$ cat src/hdl/packed_saturating_counter_array_core_assert.svh
// Assertion macros shared by the RTL files.
`ifndef PACKED_SATURATING_COUNTER_ARRAY_CORE_ASSERT_SVH
`define PACKED_SATURATING_COUNTER_ARRAY_CORE_ASSERT_SVH

`ifndef SYNTH

`define PSCA_ASSERT(label, clk, rst, prop) \
   label: assert property (@(posedge clk) disable iff (rst) prop) \
      else $error("%m: assertion failed");

`define PSCA_ASSERT_NORST(label, clk, prop) \
   label: assert property (@(posedge clk) prop) \
      else $error("%m: assertion failed");

`else

`define PSCA_ASSERT(label, clk, rst, prop)

`define PSCA_ASSERT_NORST(label, clk, prop)

`endif

`endif

$ cat src/hdl/psca_pkg.sv
`default_nettype none

package psca_pkg;

   localparam int WORD_BITS = 8;
   localparam int MODE_W    = 2;
   localparam int NUMBER_W  = 10;
   localparam int COUNT_W   = 8;
   localparam int MAXNUM_W  = 10;
   localparam int KW_W      = 4;
   localparam int POS_W     = 13;
   localparam int IDX_W     = 10;
   localparam int WIN_W     = 2 * WORD_BITS;
   localparam int SH_W      = 5;
   localparam int ADDR_W    = 3;
   localparam int DATA_W    = 32;

   localparam logic [MAXNUM_W-1:0] MAX_NUMBER_RST    = 10'd1023;
   localparam logic [KW_W-1:0]     COUNTER_WIDTH_RST = 4'd2;
   localparam logic [KW_W-1:0]     K_MIN             = 4'd1;
   localparam logic [KW_W-1:0]     K_MAX             = 4'd8;

   typedef enum logic [MODE_W-1:0] {
      MODE_INC  = 2'd0,
      MODE_READ = 2'd1,
      MODE_CPL  = 2'd2,
      MODE_RSVD = 2'd3
   } mode_type;

   typedef enum logic {
      REG_MAX_NUMBER    = 1'b0,
      REG_COUNTER_WIDTH = 1'b1
   } reg_type;

   typedef struct packed {
      logic [MAXNUM_W-1:0] max_number;
      logic [KW_W-1:0]     counter_width;
   } cfg_type;

   typedef struct packed {
      logic clear;
      logic load;
      logic update;
   } cmd_type;

   typedef struct packed {
      logic clear_last;
      logic slot_free;
   } sts_type;

   function automatic logic [KW_W-1:0] eff_width(input logic [KW_W-1:0] w);
      logic [KW_W-1:0] k;
      if (w < K_MIN) begin
         k = K_MIN;
      end else if (w > K_MAX) begin
         k = K_MAX;
      end else begin
         k = w;
      end
      return k;
   endfunction

endpackage

`default_nettype wire

$ cat src/hdl/psca_csr.sv
`default_nettype none

module psca_csr (
   input  wire logic                          clock,
   input  wire logic                          reset,
   input  wire logic                          psel,
   input  wire logic                          penable,
   input  wire logic                          pwrite,
   input  wire logic [psca_pkg::ADDR_W-1:0]   paddr,
   input  wire logic [psca_pkg::DATA_W-1:0]   pwdata,
   output      logic [psca_pkg::DATA_W-1:0]   prdata,
   output      logic                          pready,
   output      psca_pkg::cfg_type             cfg
);

   psca_pkg::cfg_type cfg_ff;
   psca_pkg::cfg_type cfg_in;
   psca_pkg::reg_type reg_sel;

   assign reg_sel = psca_pkg::reg_type'(paddr[2]);
   assign pready  = 1'b1;
   assign cfg     = cfg_ff;

   always_comb begin
      cfg_in = cfg_ff;
      if (psel && penable && pwrite) begin
         unique case (reg_sel)
            psca_pkg::REG_MAX_NUMBER: begin
               cfg_in.max_number = pwdata[psca_pkg::MAXNUM_W-1:0];
            end
            psca_pkg::REG_COUNTER_WIDTH: begin
               cfg_in.counter_width = pwdata[psca_pkg::KW_W-1:0];
            end
            default: begin
               cfg_in = cfg_ff;
            end
         endcase
      end
   end

   always_comb begin
      unique case (reg_sel)
         psca_pkg::REG_MAX_NUMBER: begin
            prdata = psca_pkg::DATA_W'(cfg_ff.max_number);
         end
         psca_pkg::REG_COUNTER_WIDTH: begin
            prdata = psca_pkg::DATA_W'(cfg_ff.counter_width);
         end
         default: begin
            prdata = '0;
         end
      endcase
   end

   always_ff @(posedge clock) begin
      if (reset) begin
         cfg_ff.max_number    <= psca_pkg::MAX_NUMBER_RST;
         cfg_ff.counter_width <= psca_pkg::COUNTER_WIDTH_RST;
      end else begin
         cfg_ff <= cfg_in;
      end
   end

endmodule

`default_nettype wire

$ cat config.mk
export PLATFORM = sky130hd
export DESIGN_NAME = psca_csr
export DESIGN_NICKNAME = d
export VERILOG_FILES = /design/src/hdl/packed_saturating_counter_array_core_assert.svh /design/src/hdl/psca_pkg.sv /design/src/hdl/psca_csr.sv
export SDC_FILE = /design/constraint.sdc
export NUM_CORES = 1
export LEC_CHECK = 0
export BUFFER_PORTS_ARGS = -buffer_cell sky130_fd_sc_hd__buf_2
export CAP_MARGIN = 30
export CORE_AREA = 2 2 52 54
export CTS_CLUSTER_DIAMETER = 100
export CTS_CLUSTER_SIZE = 20
export DETAILED_ROUTE_END_ITERATION = 8
export DIE_AREA = 0 0 54 56
export HOLD_SLACK_MARGIN = 0.06
export PLACE_DENSITY = 0.83
export SLEW_MARGIN = 5
export SYNTH_ARGS = -nofsm -noshare
export SYNTH_HDL_FRONTEND = slang
export SYNTH_SLANG_ARGS = --single-unit
export TNS_END_PERCENT = 50
$ cat constraint.sdc
create_clock -name clock -period 1.47 [get_ports clock]
set_clock_uncertainty 0.15 [all_clocks]
set_input_delay 0.2205 -clock clock [delete_from_list [all_inputs] [get_ports clock]]
set_output_delay 0.2205 -clock clock [all_outputs]
set_load 0.05 [all_outputs]
==> summary.md <==
| Metric | Value |
|---|---|
| Status | finished clean |
| Setup violators final | 0 |
| Vias | 719 |
| Synth area leader | dfxtp_1 |
| Yosys warns | 0 |
| Final GP Congestion | 0.625 |
| Clock latency at the later pin of the worst-skew pair | 270 ps |
| RR Startpoint | cfg[13] |
| Max clock buf depth | 2 |
| Final hold viol count | 0 |
| Netlist cell types | 13 |
| Detailed-placement wirelength estimate | 1280 um |
| WP data arrival | 1060 ps |
| Final Util | 47.2% |
| CTS sink cnt | 14 |
| Startpoint Class | flip-flop |
| Area of the multi-input gates | 474 um2 |
| Die width | 54 um |
| Largest net degree at the start of global routing | 28 |
| Final Cell Area | 1150 um2 |
| Layout cell share with drive strength beyond 1 | 38.5% |
| Worst hold stages | 3 |
| R2R depth | 2 |
| Hold_sp | pwdata[2] |
| Synth area leaders | dfxtp_1 (33%), buf_4 (20%), mux2i_1 (16%) |
| Synthesized flop and latch total | 14 |
| I/O pins | 87 |
| CTS tree | done |
| Maximum vdd ir drop | 0.443 mV |
| CTS buffer count | 3 |
| Hold crit path type | in2reg |
| Area share of the largest cell type after synthesis | 32.8% |
| Starting Density | 35.1% |
| Power consumption | 1030 uW |
| WHS Endpoint | cfg[2] |
| Number of max-cap violations | 0 |
| Final Cycle Share | 97.4% |
| Min Clock Period, post-route | 1430 ps |
| Initial DRC count | 3 |
| Worst setup margin | 38.2 ps |
| Grt ovf | 0 |
| Fmax | 0.698 GHz |
| Placed Instance Area | 1010 um2 |
| CP Data Required Time | 1100 ps |
| Number of remaining DRC errors | 0 |
| # rows | 18 |
| Die height | 56 um |
| Register area | 280 um2 |
| Post-synthesis sequential area ratio | 32.8% |
| Postcts setup bufs | 0 |
| RSZ-0062 raised after global routing | true |
| Vias in the first global route | 633 |
| Initial antenna violation count | 0 |
| ANT nets after route | 0 |
| Vias/cell | 4.16 |
| Setup slack, reg-to-reg | 690 ps |
| ANT cells | 0 |
| Clock-pin slew on the worst setup and hold paths | 90 ps |
| Drt first pass iters | 2 |
| Average cell area after synthesis | 8.72 um2 |
| Final max-slew violation count | 0 |
| Post-Syn Instances | 98 |
| Final non-filler cell total | 173 |
| Nets@finish | 184 |
| Standby leakage power | 0.000541 uW |
| Placed Instances | 161 |
| Port Buffers | 39 |
| GRT Resource Usage Total | 11.5% |
| Reg2Reg Capture Point | cfg[13] |
| First-pass GRT wire length | 2550 um |
| Worst-path fanout max | 3 |
| Final WL | 1740 um |
| Root Buffer | clkbuf_4 |
| Placeable core region | 2430 um2 |
| WL/cell | 10.1 um |
| Mapped cell area | 855 um2 |
| Pre-CTS setup slack | 129 ps |
| Synthesis-to-layout area growth | 34.4% |
| Fillers | 243 |
| Max reg flops | 14 |
| H-tree depth | 1 |
| Type of the worst setup path | reg2out |
| PwrDens | 895 nW/um2 |
| Total die area | 3020 um2 |
| Crit end category | output port |
synth_stat cells:
cell type,count
and4_1,1
buf_2,4
dfxtp_1,14
nand2b_1,6
and4b_1,1
nor2_1,21
buf_6,1
mux2_2,4
nor2b_1,6
buf_4,23
conb_1,2
clkbuf_2,1
mux2i_1,14
worst max path at each step:
stage	start	to	slack, ps	cells after the start
2_1_floorplan	cfg[11]	prdata[7]	-90	1
3_3_place_gp	paddr[2]	prdata[0]	150	3
3_5_place_dp	paddr[2]	prdata[3]	130	3
4_1_cts	cfg[3]	prdata[3]	0.6	2
5_1_grt	cfg[5]	prdata[1]	-8	2
6_report	cfg[5]	prdata[1]	40	2
critical path: stages (launching register included):
cell and delay [ps]:
dfxtp_1 330, mux2_2 250, buf_2 210
stage by stage:
step | TNS, ps | hold WS [ps]
final | 0 | 72.3
after CTS | 0 | 69.0
after global routing | -14.4 | 75.8
after floorplan | -268 | 225
after global placement | 0 | 323
after detailed placement | 0 | 330
report_power, final:
part           switching, uW  total, uW  internal, uW
Combinational            272        358          86.1
Sequential              5.68        393           388
Clock                    127        277           150
cell usage in the layout, fill, tap and decap left out, drive strengths merged:
cell type     n
buf          40
conb         23
nor2         21
mux2i        14
dfxtp        14
dlygate4sd3   8
nand2b        6
nor2b         6
clkbuf        5
mux2          4
and4b         1
and4          1
per-layer routing:
layer	global-route usage (%)	vias up	routed length [um]
li1	-	355	-
met3	3.23	0	148
met5	0	-	0
met4	2.14	0	0
met2	22.1	38	932
met1	11.6	326	662
repair_timing:
action / in CTS / in global routing
setup endpoints to repair: 0 / 5
endpoints found under the hold margin: 10 / 0
gates resized for setup: 0 / 9
hold buffers: 8 / 0
final cells by class:
class                      count  share of cell area, %
tap                           30                   3.27
multi-input combinational     76                   41.3
clock buffer                   4                   3.16
sequential                    14                   24.4
timing repair buffer          49                   27.9
cell families (layout without fill, tap and decap cells):
group / count (synthesis) / in the layout / synth area share, %
simple gates: 35 / 35 / 20.2
other cells: 2 / 23 / 0.879
mux: 18 / 18 / 21.7
buf+inv: 29 / 53 / 24.5
flops: 14 / 14 / 32.8
No activity file was read; power rests on OpenSTA's default activity.
