<file path="config.mk">
export PLATFORM = sky130hd
export DESIGN_NAME = psca_ctrl
export DESIGN_NICKNAME = d
export VERILOG_FILES = /design/src/hdl/psca_pkg.sv /design/src/hdl/psca_ctrl.sv
export VERILOG_INCLUDE_DIRS = /design/src /design/src/hdl
export SDC_FILE = /design/constraint.sdc
export NUM_CORES = 1
export LEC_CHECK = 0
export BUFFER_PORTS_ARGS = -buffer_cell sky130_fd_sc_hd__clkbuf_2
export CORE_AREA = 8 8 45 47
export DETAILED_ROUTE_END_ITERATION = 7
export DIE_AREA = 0 0 53 55
export PLACE_DENSITY = 0.39
export REMOVE_ABC_BUFFERS = 1
export SYNTH_ARGS = -nofsm -noshare
export SYNTH_HDL_FRONTEND = slang
export SYNTH_SLANG_ARGS = --single-unit
</file>
<file path="constraint.sdc">
create_clock -name clock -period 1.2 [get_ports clock]
set_input_delay 0 -clock clock [delete_from_list [all_inputs] [get_ports clock]]
set_output_delay 0 -clock clock [all_outputs]
set_load 0.01 [all_outputs]
</file>
<file path="src/hdl/packed_saturating_counter_array_core_assert.svh">
// Assertion macros shared by the RTL files.
`ifndef PACKED_SATURATING_COUNTER_ARRAY_CORE_ASSERT_SVH
`define PACKED_SATURATING_COUNTER_ARRAY_CORE_ASSERT_SVH

`ifndef SYNTH

`define PSCA_ASSERT(label, clk, rst, prop) \
   label: assert property (@(posedge clk) disable iff (rst) prop) \
      else $error("%m: assertion failed");

`define PSCA_ASSERT_NORST(label, clk, prop) \
   label: assert property (@(posedge clk) prop) \
      else $error("%m: assertion failed");

`else

`define PSCA_ASSERT(label, clk, rst, prop)

`define PSCA_ASSERT_NORST(label, clk, prop)

`endif

`endif

</file>
<file path="src/hdl/psca_pkg.sv">
`default_nettype none

package psca_pkg;

   localparam int WORD_BITS = 8;
   localparam int MODE_W    = 2;
   localparam int NUMBER_W  = 10;
   localparam int COUNT_W   = 8;
   localparam int MAXNUM_W  = 10;
   localparam int KW_W      = 4;
   localparam int POS_W     = 13;
   localparam int IDX_W     = 10;
   localparam int WIN_W     = 2 * WORD_BITS;
   localparam int SH_W      = 5;
   localparam int ADDR_W    = 3;
   localparam int DATA_W    = 32;

   localparam logic [MAXNUM_W-1:0] MAX_NUMBER_RST    = 10'd1023;
   localparam logic [KW_W-1:0]     COUNTER_WIDTH_RST = 4'd2;
   localparam logic [KW_W-1:0]     K_MIN             = 4'd1;
   localparam logic [KW_W-1:0]     K_MAX             = 4'd8;

   typedef enum logic [MODE_W-1:0] {
      MODE_INC  = 2'd0,
      MODE_READ = 2'd1,
      MODE_CPL  = 2'd2,
      MODE_RSVD = 2'd3
   } mode_type;

   typedef enum logic {
      REG_MAX_NUMBER    = 1'b0,
      REG_COUNTER_WIDTH = 1'b1
   } reg_type;

   typedef struct packed {
      logic [MAXNUM_W-1:0] max_number;
      logic [KW_W-1:0]     counter_width;
   } cfg_type;

   typedef struct packed {
      logic clear;
      logic load;
      logic update;
   } cmd_type;

   typedef struct packed {
      logic clear_last;
      logic slot_free;
   } sts_type;

   function automatic logic [KW_W-1:0] eff_width(input logic [KW_W-1:0] w);
      logic [KW_W-1:0] k;
      if (w < K_MIN) begin
         k = K_MIN;
      end else if (w > K_MAX) begin
         k = K_MAX;
      end else begin
         k = w;
      end
      return k;
   endfunction

endpackage

`default_nettype wire

</file>
<file path="src/hdl/psca_ctrl.sv">
`default_nettype none
`include "packed_saturating_counter_array_core_assert.svh"

module psca_ctrl (
   input  wire logic              clock,
   input  wire logic              reset,
   input  wire logic              req_valid,
   output      logic              req_ready,
   input  wire psca_pkg::sts_type sts,
   output      psca_pkg::cmd_type cmd
);

   typedef enum logic [2:0] {
      ST_CLEAR  = 3'b001,
      ST_IDLE   = 3'b010,
      ST_UPDATE = 3'b100
   } state_type;

   state_type state_ff;
   state_type state_in;

   always_comb begin
      state_in  = state_ff;
      cmd       = '0;
      req_ready = 1'b0;
      unique case (state_ff)
         ST_CLEAR: begin
            cmd.clear = 1'b1;
            if (sts.clear_last) begin
               state_in = ST_IDLE;
            end
         end
         ST_IDLE: begin
            req_ready = 1'b1;
            if (req_valid) begin
               cmd.load = 1'b1;
               state_in = ST_UPDATE;
            end
         end
         ST_UPDATE: begin
            if (sts.slot_free) begin
               cmd.update = 1'b1;
               state_in   = ST_IDLE;
            end
         end
         default: begin
            state_in = ST_CLEAR;
         end
      endcase
   end

   always_ff @(posedge clock) begin
      if (reset) begin
         state_ff <= ST_CLEAR;
      end else begin
         state_ff <= state_in;
      end
   end

   `PSCA_ASSERT(a_accept_then_update, clock, reset, (req_valid && req_ready) |=> (state_ff == ST_UPDATE))
   `PSCA_ASSERT(a_clear_only_once, clock, reset, (state_ff != ST_CLEAR) |=> (state_ff != ST_CLEAR))
   `PSCA_ASSERT(a_update_follows_load, clock, reset, cmd.update |-> ($past(cmd.load) || $past(state_ff == ST_UPDATE)))

endmodule

`default_nettype wire

</file>
==> impl_metrics.csv, run 1 <==
group,metric,value,unit
sta,period_share,0.984,
synth,synth_warnings,0,
job,max_cap_violations,0,
clock_tree,clk_latency,0.24,ns
route,routed_wl,602,um
floorplanning,die_y,55,um
clock_tree,cts_buffer_depth,2,
placed_design,dpl_cell_area,282,um^2
clock_tree,cts_sinks,3,
synth,synth_area_leaders,"dfxtp_1, or3b_1, a2111o_1",
floorplanning,die-area,2920,um^2
synth,synthCells,20,
synth,synth_top_area_share,0.308,
layout,reg_top3,"state_ff x3",
layout,final_cell_mix,"clkbuf_2, buf_4, inv_1, clkbuf_4, dfxtp_2",
sta,hold_viol,0,
floorplanning,placeableCoreArea,1380,um^2
layout,drive_above_1_share,0.568,
setup_path,critPathLaunchType,"flip-flop",
placed_design,place_hpwl,492,um
sta,fin_crit,1.18,ns
global_routing,grt.overflow.total,0,
global_routing,antenna_found_initial,0,
synth,synth_top_area_cell,"dfxtp_1",
pwr,power.leakage,0.150,nW
setup_path,crit_fanout,5,
route,vias,225,
floorplanning,die_x,53,um
clock_tree,clk_pin_slew,0.04,ns
route,dr.pass1.iters,2,
layout,fin_area,344,um^2
sta,slew_headroom,0.718,
layout,diodes,0,
pwr,peakVddDrop,366,uV
clock_tree,htreeDepth,1,
min_path,hp-class,"input port to flip-flop",
route,vias_per_cell,4.25,
route,drc,0,
setup_path,worstPathRequired,1.34,ns
placed_design,io_buffer_count,8,
sta,worst_pin_slew,0.418,ns
floorplanning,ios,9,
global_routing,grt.total_usage,0.0541,
sta,holdWs,0.0431,ns
layout,largest_reg_flops,3,
pwr,power_density,1500,nW/um^2
sta,setup_viol,0,
layout,regMostFlops,"state_ff",
setup_path,end_kind,"flip-flop",
synth,synth_area,195,um^2
synth,ys_types,15,
layout,nets,43,
clock_tree,cts_setup_buffers,0,
setup_path,timing_worst_setup_path_type,"flip-flop to flip-flop",
clock_tree,cts_buffers,3,
global_routing,grt_pass1_vias,265,
sta,fmax,0.847,GHz
global_routing,grt_pass1_wl,1.08,mm
sta,rsz0062_at_grt,"yes",
synth,ys_seq_area_frac,0.308,
route,wl_per_cell,11.4,um
global_routing,grt_max_degree,7,
layout,nFillCells,157,
synth,synth-seq-cells,3,
status,status,"completed",
route,drt-initial-drc-count,2,
floorplanning,num_rows,14,
placed_design,gp_congestion,0.663,
synth,avgSynthCellArea,9.76,um^2
floorplanning,start_util,0.141,
clock_tree,cts_root_buffer,"clkbuf_4",
sta,fin_skew,0.00611,ns
route,antenna_left,0,
sta,drv_slew,0,
layout,layout_commonest_cell,"clkbuf_2",
layout,area_growth,76.3,%
clock_tree,cts_tree,"built",
setup_path,cp.arrival,1.32,ns
==> per-stage QoR <==
step,setup TNS [ns],worst slack [ns],power [mW],util,cells
final,0,0.0195,0.518,0.249,53
after global routing,-0.0549,-0.0257,0.560,0.249,53
after CTS,0,0.00469,0.493,0.235,53
after detailed placement,-0.0131,-0.0131,0.293,0.203,48
after global placement,-0.00546,-0.00546,0.294,0.203,48
after floorplan,0,0.0255,0.214,-,19
==> area by class of cell <==
class                           count  area [um^2]  share of cell area
Multi-Input combinational cell     13          126               0.367
Timing Repair Buffer               14         93.8               0.273
Sequential cell                     3         66.3               0.193
Clock buffer                        4         26.3              0.0764
Tap cell                           16         20.0              0.0582
Inverter                            3         11.3              0.0327
==> worst max-delay path, cell delays in order (launching register included) <==
cell	delay (ns)
dfxtp_4	0.35
or4b_1	0.52
a311oi_1	0.21
==> worst paths after layout <==
check / from / end / cells after the start / slack (ns)
setup / recovery: state_ff[0] / state_ff[1] / 2 / 0.02
hold / removal: req_valid / state_ff[2] / 3 / 0.04
setup reg to reg: state_ff[0] / state_ff[1] / 2 / 0.02
hold reg to reg: state_ff[2] / state_ff[2] / 2 / 0.57
==> metal layers <==
| layer | global-route usage | vias up | routed length (um) |
|---|---|---|---|
| li1 | - | 109 | - |
| met1 | 0.0455 | 103 | 235 |
| met2 | 0.0703 | 11 | 249 |
| met3 | 0.0481 | 2 | 101 |
| met4 | 0.0647 | 0 | 15 |
| met5 | 0 | - | 0 |
==> power by group <==
part / switching (mW) / total, mW / leakage, nW / internal [mW]
clock: 0.0553 / 0.180 / 0.0150 / 0.125
combinational: 0.0716 / 0.194 / 0.109 / 0.122
sequential: 0.0213 / 0.144 / 0.0256 / 0.123
==> synthesized netlist by cell type, drive strengths merged <==
master,instances
nand4bb,1
or4b,1
a2111o,1
nor3b,1
nand3b,1
buf,1
and2,1
a211oi,1
a311oi,1
nor4b,1
inv,3
o21a,1
or3b,2
xnor2,1
dfxtp,3
==> timing repair <==
item                                   CTS  global route
pin swaps                                1             0
endpoints found under the hold margin    3             0
hold buffers                             1             0
setup endpoints to repair                3             4
gates resized for setup                  3             6
==> logic make-up after synthesis <==
logic type	count (synthesis)	share of synthesized area
buffers and inverters	4	0.115
AOI/OAI and AO/OA	4	0.180
xor gates and xnor gates	1	0.0449
and+or+nand+nor	8	0.353
DFF	3	0.308
Power figures use the tool's default switching activity.
==> inputs of run 2 (changes only) <==
--- a/config.mk
+++ b/config.mk
@@ -6,11 +6,13 @@
 export SDC_FILE = /design/constraint.sdc
 export NUM_CORES = 1
 export LEC_CHECK = 0
+export ABC_AREA = 1
 export BUFFER_PORTS_ARGS = -buffer_cell sky130_fd_sc_hd__clkbuf_2
 export CORE_AREA = 8 8 45 47
 export DETAILED_ROUTE_END_ITERATION = 7
 export DIE_AREA = 0 0 53 55
-export PLACE_DENSITY = 0.39
+export PLACE_DENSITY = 0.38
+export RECOVER_POWER = 25
 export REMOVE_ABC_BUFFERS = 1
 export SYNTH_ARGS = -nofsm -noshare
 export SYNTH_HDL_FRONTEND = slang
==> run 2 against run 1 <==
Design area decreased by 9.8%. Global-route usage decreased by 1.5 points. Clock skew decreased by 0.0057 ns. Fmax increased by 4.2%. Register-to-register slack improved by 0.16 ns. Setup slack improved by 0.048 ns. Die area unchanged. Via count decreased by 6.2%. Sequential share of layout area increased by 1.7 points. Critical path type is now flip-flop to primary output. Worst hold slack improved by 0.016 ns.
==> impl_metrics.csv, run 2 <==
group,metric,value,unit
synth,synth_top_area_share,0.322,
setup_path,crit_fanout,4,
setup_path,end_kind,"primary output",
setup_path,worstPathRequired,1.20,ns
synth,synth-main-ff-cell,"dfxtp_1",
synth,ys_types,11,
pwr,totalPowerFinal,454,uW
sta,fin_crit,1.13,ns
synth,synth-seq-cells,3,
clock_tree,cts_buffers,3,
sta,worst_pin_slew,0.261,ns
status,status,"completed",
synth,yosysMostFrequentCell,"nand2_1",
layout,largest_reg_flops,3,
placed_design,io_buffer_count,8,
synth,synth_area,186,um^2
synth,ys_seq_area_frac,0.322,
layout,layout_commonest_cell,"nand2_1",
synth,avgSynthCellArea,6.01,um^2
setup_path,timing_worst_setup_path_type,"flip-flop to primary output",
pwr,clkPwrFrac,0.402,
clock_tree,cts_root_buffer,"clkbuf_4",
pwr,peakVddDrop,448,uV
sta,slew_headroom,0.826,
clock_tree,clk_latency,0.24,ns
layout,final_cells,61,
global_routing,grt.total_usage,0.0393,
global_routing,grt_pass1_vias,195,
route,vias_per_cell,3.46,
route,drt-initial-drc-count,2,
sta,setup_viol,0,
placed_design,post-place-cells,55,
floorplanning,start_util,0.135,
sta,totalNegativeSetupSlack,0,ns
pwr,p_int,293,uW
synth,synth_area_leaders,"dfxtp_1, nand2_1, inv_1",
global_routing,grt.overflow.total,0,
route,routed_wl,511,um
pwr,seqPwrFrac,0.314,
global_routing,grt_max_degree,7,
sta,fin_skew,0.000402,ns
clock_tree,htreeDepth,1,
floorplanning,die_y,55,um
floorplanning,die-area,2920,um^2
route,antenna_left,0,
sta,rsz0062_at_grt,"no",
synth,synthCells,31,
pwr,switchingPower,160,uW
floorplanning,die_x,53,um
global_routing,antenna_found_initial,0,
synth,synth_edf_count,0,
pwr,power.leakage,0.164,nW
floorplanning,placeableCoreArea,1380,um^2
layout,reg_top3,"state_ff x3",
route,wl_per_cell,8.38,um
route,drc,0,
setup_path,critPathLaunchType,"flip-flop",
floorplanning,num_rows,14,
clock_tree,clk_pin_slew,0.04,ns
clock_tree,cts_tree,"built",
sta,hold_viol,0,
placed_design,place_hpwl,405,um
layout,regMostFlops,"state_ff",
synth,synth_top_area_cell,"dfxtp_1",
sta,drv_slew,0,
job,max_cap_violations,0,
sta,period_share,0.944,
synth,async_flop_share,0,
synth,synth_warnings,0,
layout,diodes,0,
clock_tree,cts_sinks,3,
pwr,p_sw_frac,0.353,
floorplanning,ios,9,
synth,synth_common_cells,"nand2_1, inv_1, dfxtp_1, nand3_1, nor2_1",
placed_design,gp_congestion,0.674,
global_routing,grt_pass1_wl,765,um
route,vias,211,
route,dr.pass1.iters,2,
pwr,power_density,1460,nW/um^2
layout,nets,51,
clock_tree,cts_buffer_depth,2,
layout,final_cell_mix,"nand2_1, clkbuf_2, inv_1",
min_path,hp-class,"input port to flip-flop",
setup_path,cp.arrival,1.13,ns
sta,fmax,0.883,GHz
pwr,power_frac_comb,0.285,
layout,area_growth,66.4,%
layout,drive_above_1_share,0.467,
==> run 2: cell type report <==
type | count | area [um^2]
timing repair buffer | 10 | 57.6
tap | 16 | 20.0
clock buffer | 4 | 26.3
multi-input combinational | 20 | 111
fill | 157 | 1070
sequential | 3 | 65.1
inverter | 8 | 30.0
==> run 2: through the flow <==
stage               hold slack, ns  area, um^2  utilization  setup WS, ns
global placement             0.179         246        0.178         0.240
CTS                         0.0278         290        0.210        0.0299
finish                      0.0593         310        0.224        0.0671
floorplan                   0.0624         186            -         0.268
global route                0.0599         310        0.224       0.00162
detailed placement           0.181         246        0.178         0.253
==> run 2: cells by family after synthesis <==
kind of cell	Yosys count	share of synthesized area
AOI/OAI and AO/OA	2	0.0738
buffers and inverters	8	0.161
DFF	3	0.322
and+or+nand+nor	18	0.443
==> run 2: power by group through the flow <==
stage / combinational (mW) / clock, mW / sequential (mW)
global placement: 0.120 / 0 / 0.140
floorplan: 0.0828 / 0 / 0.134
finish: 0.129 / 0.182 / 0.142
detailed placement: 0.120 / 0 / 0.139
CTS: 0.127 / 0.192 / 0.140
global route: 0.143 / 0.208 / 0.145
==> run 2: critical path: stages (launching register included) <==
cell and delay (ns):
dfxtp_2 0.35, inv_2 0.06, nor3_4 0.23, nand2_2 0.08
inv_1 0.05, buf_2 0.12
==> run 2: metal layers <==
layer	vias up	wire length, um	global-route usage
met5	-	0	0
met4	0	0	0.0259
met3	0	39	0.0348
met2	7	209	0.0488
met1	83	261	0.0426
li1	121	-	-
==> run 2: worst paths after layout <==
kind	start	endpoint	slack [ns]	cells after the start
min reg2reg	state_ff[2]	state_ff[2]	0.59	2
max reg2reg	state_ff[1]	state_ff[2]	0.18	5
max	state_ff[1]	cmd[1]	0.07	5
min	sts[1]	state_ff[0]	0.06	4
==> run 2: timing repair <==
| item | in CTS | in global routing |
|---|---|---|
| hold buffers | 1 | 0 |
| cloned | 0 | 0 |
| endpoints found under the hold margin | 1 | 0 |
| gates resized for setup | 2 | 5 |
| endpoints found under the setup margin | 2 | 2 |
| buffers inserted | 0 | 1 |
| pin swaps | 0 | 2 |
==> inputs of run 3 (changes only) <==
--- a/config.mk
+++ b/config.mk
@@ -11,6 +11,7 @@
 export CORE_AREA = 8 8 45 47
 export DETAILED_ROUTE_END_ITERATION = 7
 export DIE_AREA = 0 0 53 55
+export GPL_TIMING_DRIVEN = 0
 export PLACE_DENSITY = 0.38
 export RECOVER_POWER = 25
 export REMOVE_ABC_BUFFERS = 1
==> run 3 against run 2 <==
Final cell count unchanged. Fmax increased by 2.6%. Combinational power about the same. Register-to-register slack improved by 0.03 ns.
==> impl_metrics.csv, run 3 (synthesized netlist as in run 2, its figures left out) <==
group,metric,value,unit
floorplanning,num_rows,14,
clock_tree,cts_sinks,3,
clock_tree,cts_root_buffer,"clkbuf_4",
sta,rsz0062_at_grt,"no",
global_routing,grt_max_degree,7,
clock_tree,cts_buffers,3,
clock_tree,htreeDepth,1,
pwr,power.leakage,0.164,nW
global_routing,antenna_found_initial,0,
pwr,power_frac_comb,0.287,
placed_design,post-place-cells,55,
layout,diodes,0,
sta,slew_headroom,0.829,
placed_design,gp_congestion,0.702,
job,max_cap_violations,0,
setup_path,worstPathCellList,"inv_2 -> nor3_4 -> nand2_2 -> inv_1 -> clkbuf_2",
sta,setup_viol,0,
min_path,min_to,"state_ff[0]",
sta,drv_slew,0,
setup_path,crit_fanout,4,
clock_tree,cts_buffer_depth,2,
floorplanning,start_util,0.135,
setup_path,rr_worst_depth,5,
setup_path,critPathLaunch,"state_ff[1]",
setup_path,r2r_end,"state_ff[2]",
route,drc,0,
clock_tree,cts_tree,"built",
floorplanning,placeableCoreArea,1380,um^2
layout,area_growth,66.4,%
floorplanning,ios,9,
layout,final_cells,61,
pwr,power_density,1450,nW/um^2
sta,worst_pin_slew,0.256,ns
status,status,"completed",
floorplanning,die_y,55,um
layout,layout_commonest_cell,"nand2_1",
setup_path,worstPathRequired,1.20,ns
setup_path,cpPeakStageDelay,0.36,ns
sta,totalNegativeSetupSlack,0,ns
layout,final_cell_mix,"nand2_1, clkbuf_2, inv_1",
pwr,p_int,296,uW
setup_path,cp_num_buf_inv,3,
global_routing,grt.overflow.total,0,
pwr,peakVddDrop,706,uV
setup_path,end_kind,"primary output",
setup_path,critPathLaunchType,"flip-flop",
setup_path,reg2reg_from,"state_ff[1]",
placed_design,io_buffer_count,8,
sta,period_share,0.920,
min_path,hp-start,"sts[1]",
pwr,p_sw_frac,0.342,
route,antenna_left,0,
route,vias,219,
route,routed_wl,512,um
sta,hold_viol,0,
route,dr.pass1.iters,4,
sta,fin_crit,1.10,ns
min_path,hp-class,"input port to flip-flop",
setup_path,ff2ff_setup_slack,0.21,ns
pwr,clkPwrFrac,0.388,
global_routing,grt.total_usage,0.0436,
clock_tree,clk_pin_slew,0.04,ns
route,drt-initial-drc-count,3,
placed_design,place_hpwl,406,um
route,wl_per_cell,8.39,um
global_routing,grt_pass1_vias,195,
floorplanning,die-area,2920,um^2
global_routing,grt_pass1_wl,869,um
clock_tree,clk_latency,0.23,ns
setup_path,cp.arrival,1.10,ns
sta,fmax,0.906,GHz
sta,fin_skew,0.00128,ns
min_path,min_path_cells,4,
layout,reg_top3,"state_ff x3",
floorplanning,die_x,53,um
layout,regMostFlops,"state_ff",
setup_path,path_delay_family,"flip-flops",
pwr,seqPwrFrac,0.324,
route,vias_per_cell,3.59,
layout,largest_reg_flops,3,
layout,nets,51,
setup_path,crit_slowest_cell,"dfxtp_4",
pwr,switchingPower,154,uW
layout,drive_above_1_share,0.467,
setup_path,timing_worst_setup_path_type,"flip-flop to primary output",
## run 3: cell counts in the layout (fill, tap and decap cells not counted)
No cell type changed its count.
## run 3: worst register-to-register path, stage by stage, from the launching register on
cell	delay [ns]
dfxtp_4	0.36
inv_2	0.06
nor3_4	0.22
nand2_2	0.08
buf_4	0.13
a21oi_2	0.09
## run 3: what timing repair did
item                                    4_1_cts  5_1_grt
gates resized for setup                       0        7
setup buffers                                 0        1
endpoints found under the hold margin         1        0
endpoints found under the setup margin        0        2
hold buffers                                  1        0
## run 3: through the flow
step	util	hold slack (ns)	instance area [um^2]	setup WS (ns)	power, mW
floorplan	-	0.0624	186	0.268	0.217
global placement	0.178	0.182	246	0.235	0.258
detailed placement	0.178	0.178	246	0.270	0.257
CTS	0.204	0.0418	283	0.0127	0.445
global route	0.224	0.0993	310	0.0228	0.502
finish	0.224	0.0768	310	0.0961	0.450
## run 3: area by class of cell
cell class | count | area (um^2)
clock buffer | 4 | 26.3
inverter | 8 | 30.0
tap | 16 | 20.0
sequential | 3 | 65.1
fill | 152 | 1070
multi-input combinational | 20 | 111
timing repair buffer | 10 | 57.6
## run 3: worst max-delay path by stage
stage / depth (start not counted) / endpoint / slack, ns
after detailed placement: 3 / cmd[0] / 0.27
after global placement: 3 / cmd[0] / 0.23
after CTS: 3 / cmd[0] / 0.01
after floorplan: 3 / state_ff[2] / 0.27
after global routing: 5 / cmd[1] / 0.02
final: 5 / cmd[1] / 0.1
## run 3: power groups by stage
stage	registers, mW	logic (mW)	clock network [mW]
2_1_floorplan	0.134	0.0828	0
3_3_place_gp	0.139	0.119	0
3_5_place_dp	0.138	0.119	0
4_1_cts	0.138	0.123	0.185
5_1_grt	0.151	0.149	0.202
6_report	0.146	0.129	0.175
## run 3: layer usage
metal	global-route usage	vias up	wire [um]
li1	-	121	-
met5	0	-	0
met2	0.0586	7	237
met3	0.0401	0	47
met1	0.0439	91	228
met4	0.0259	0	0
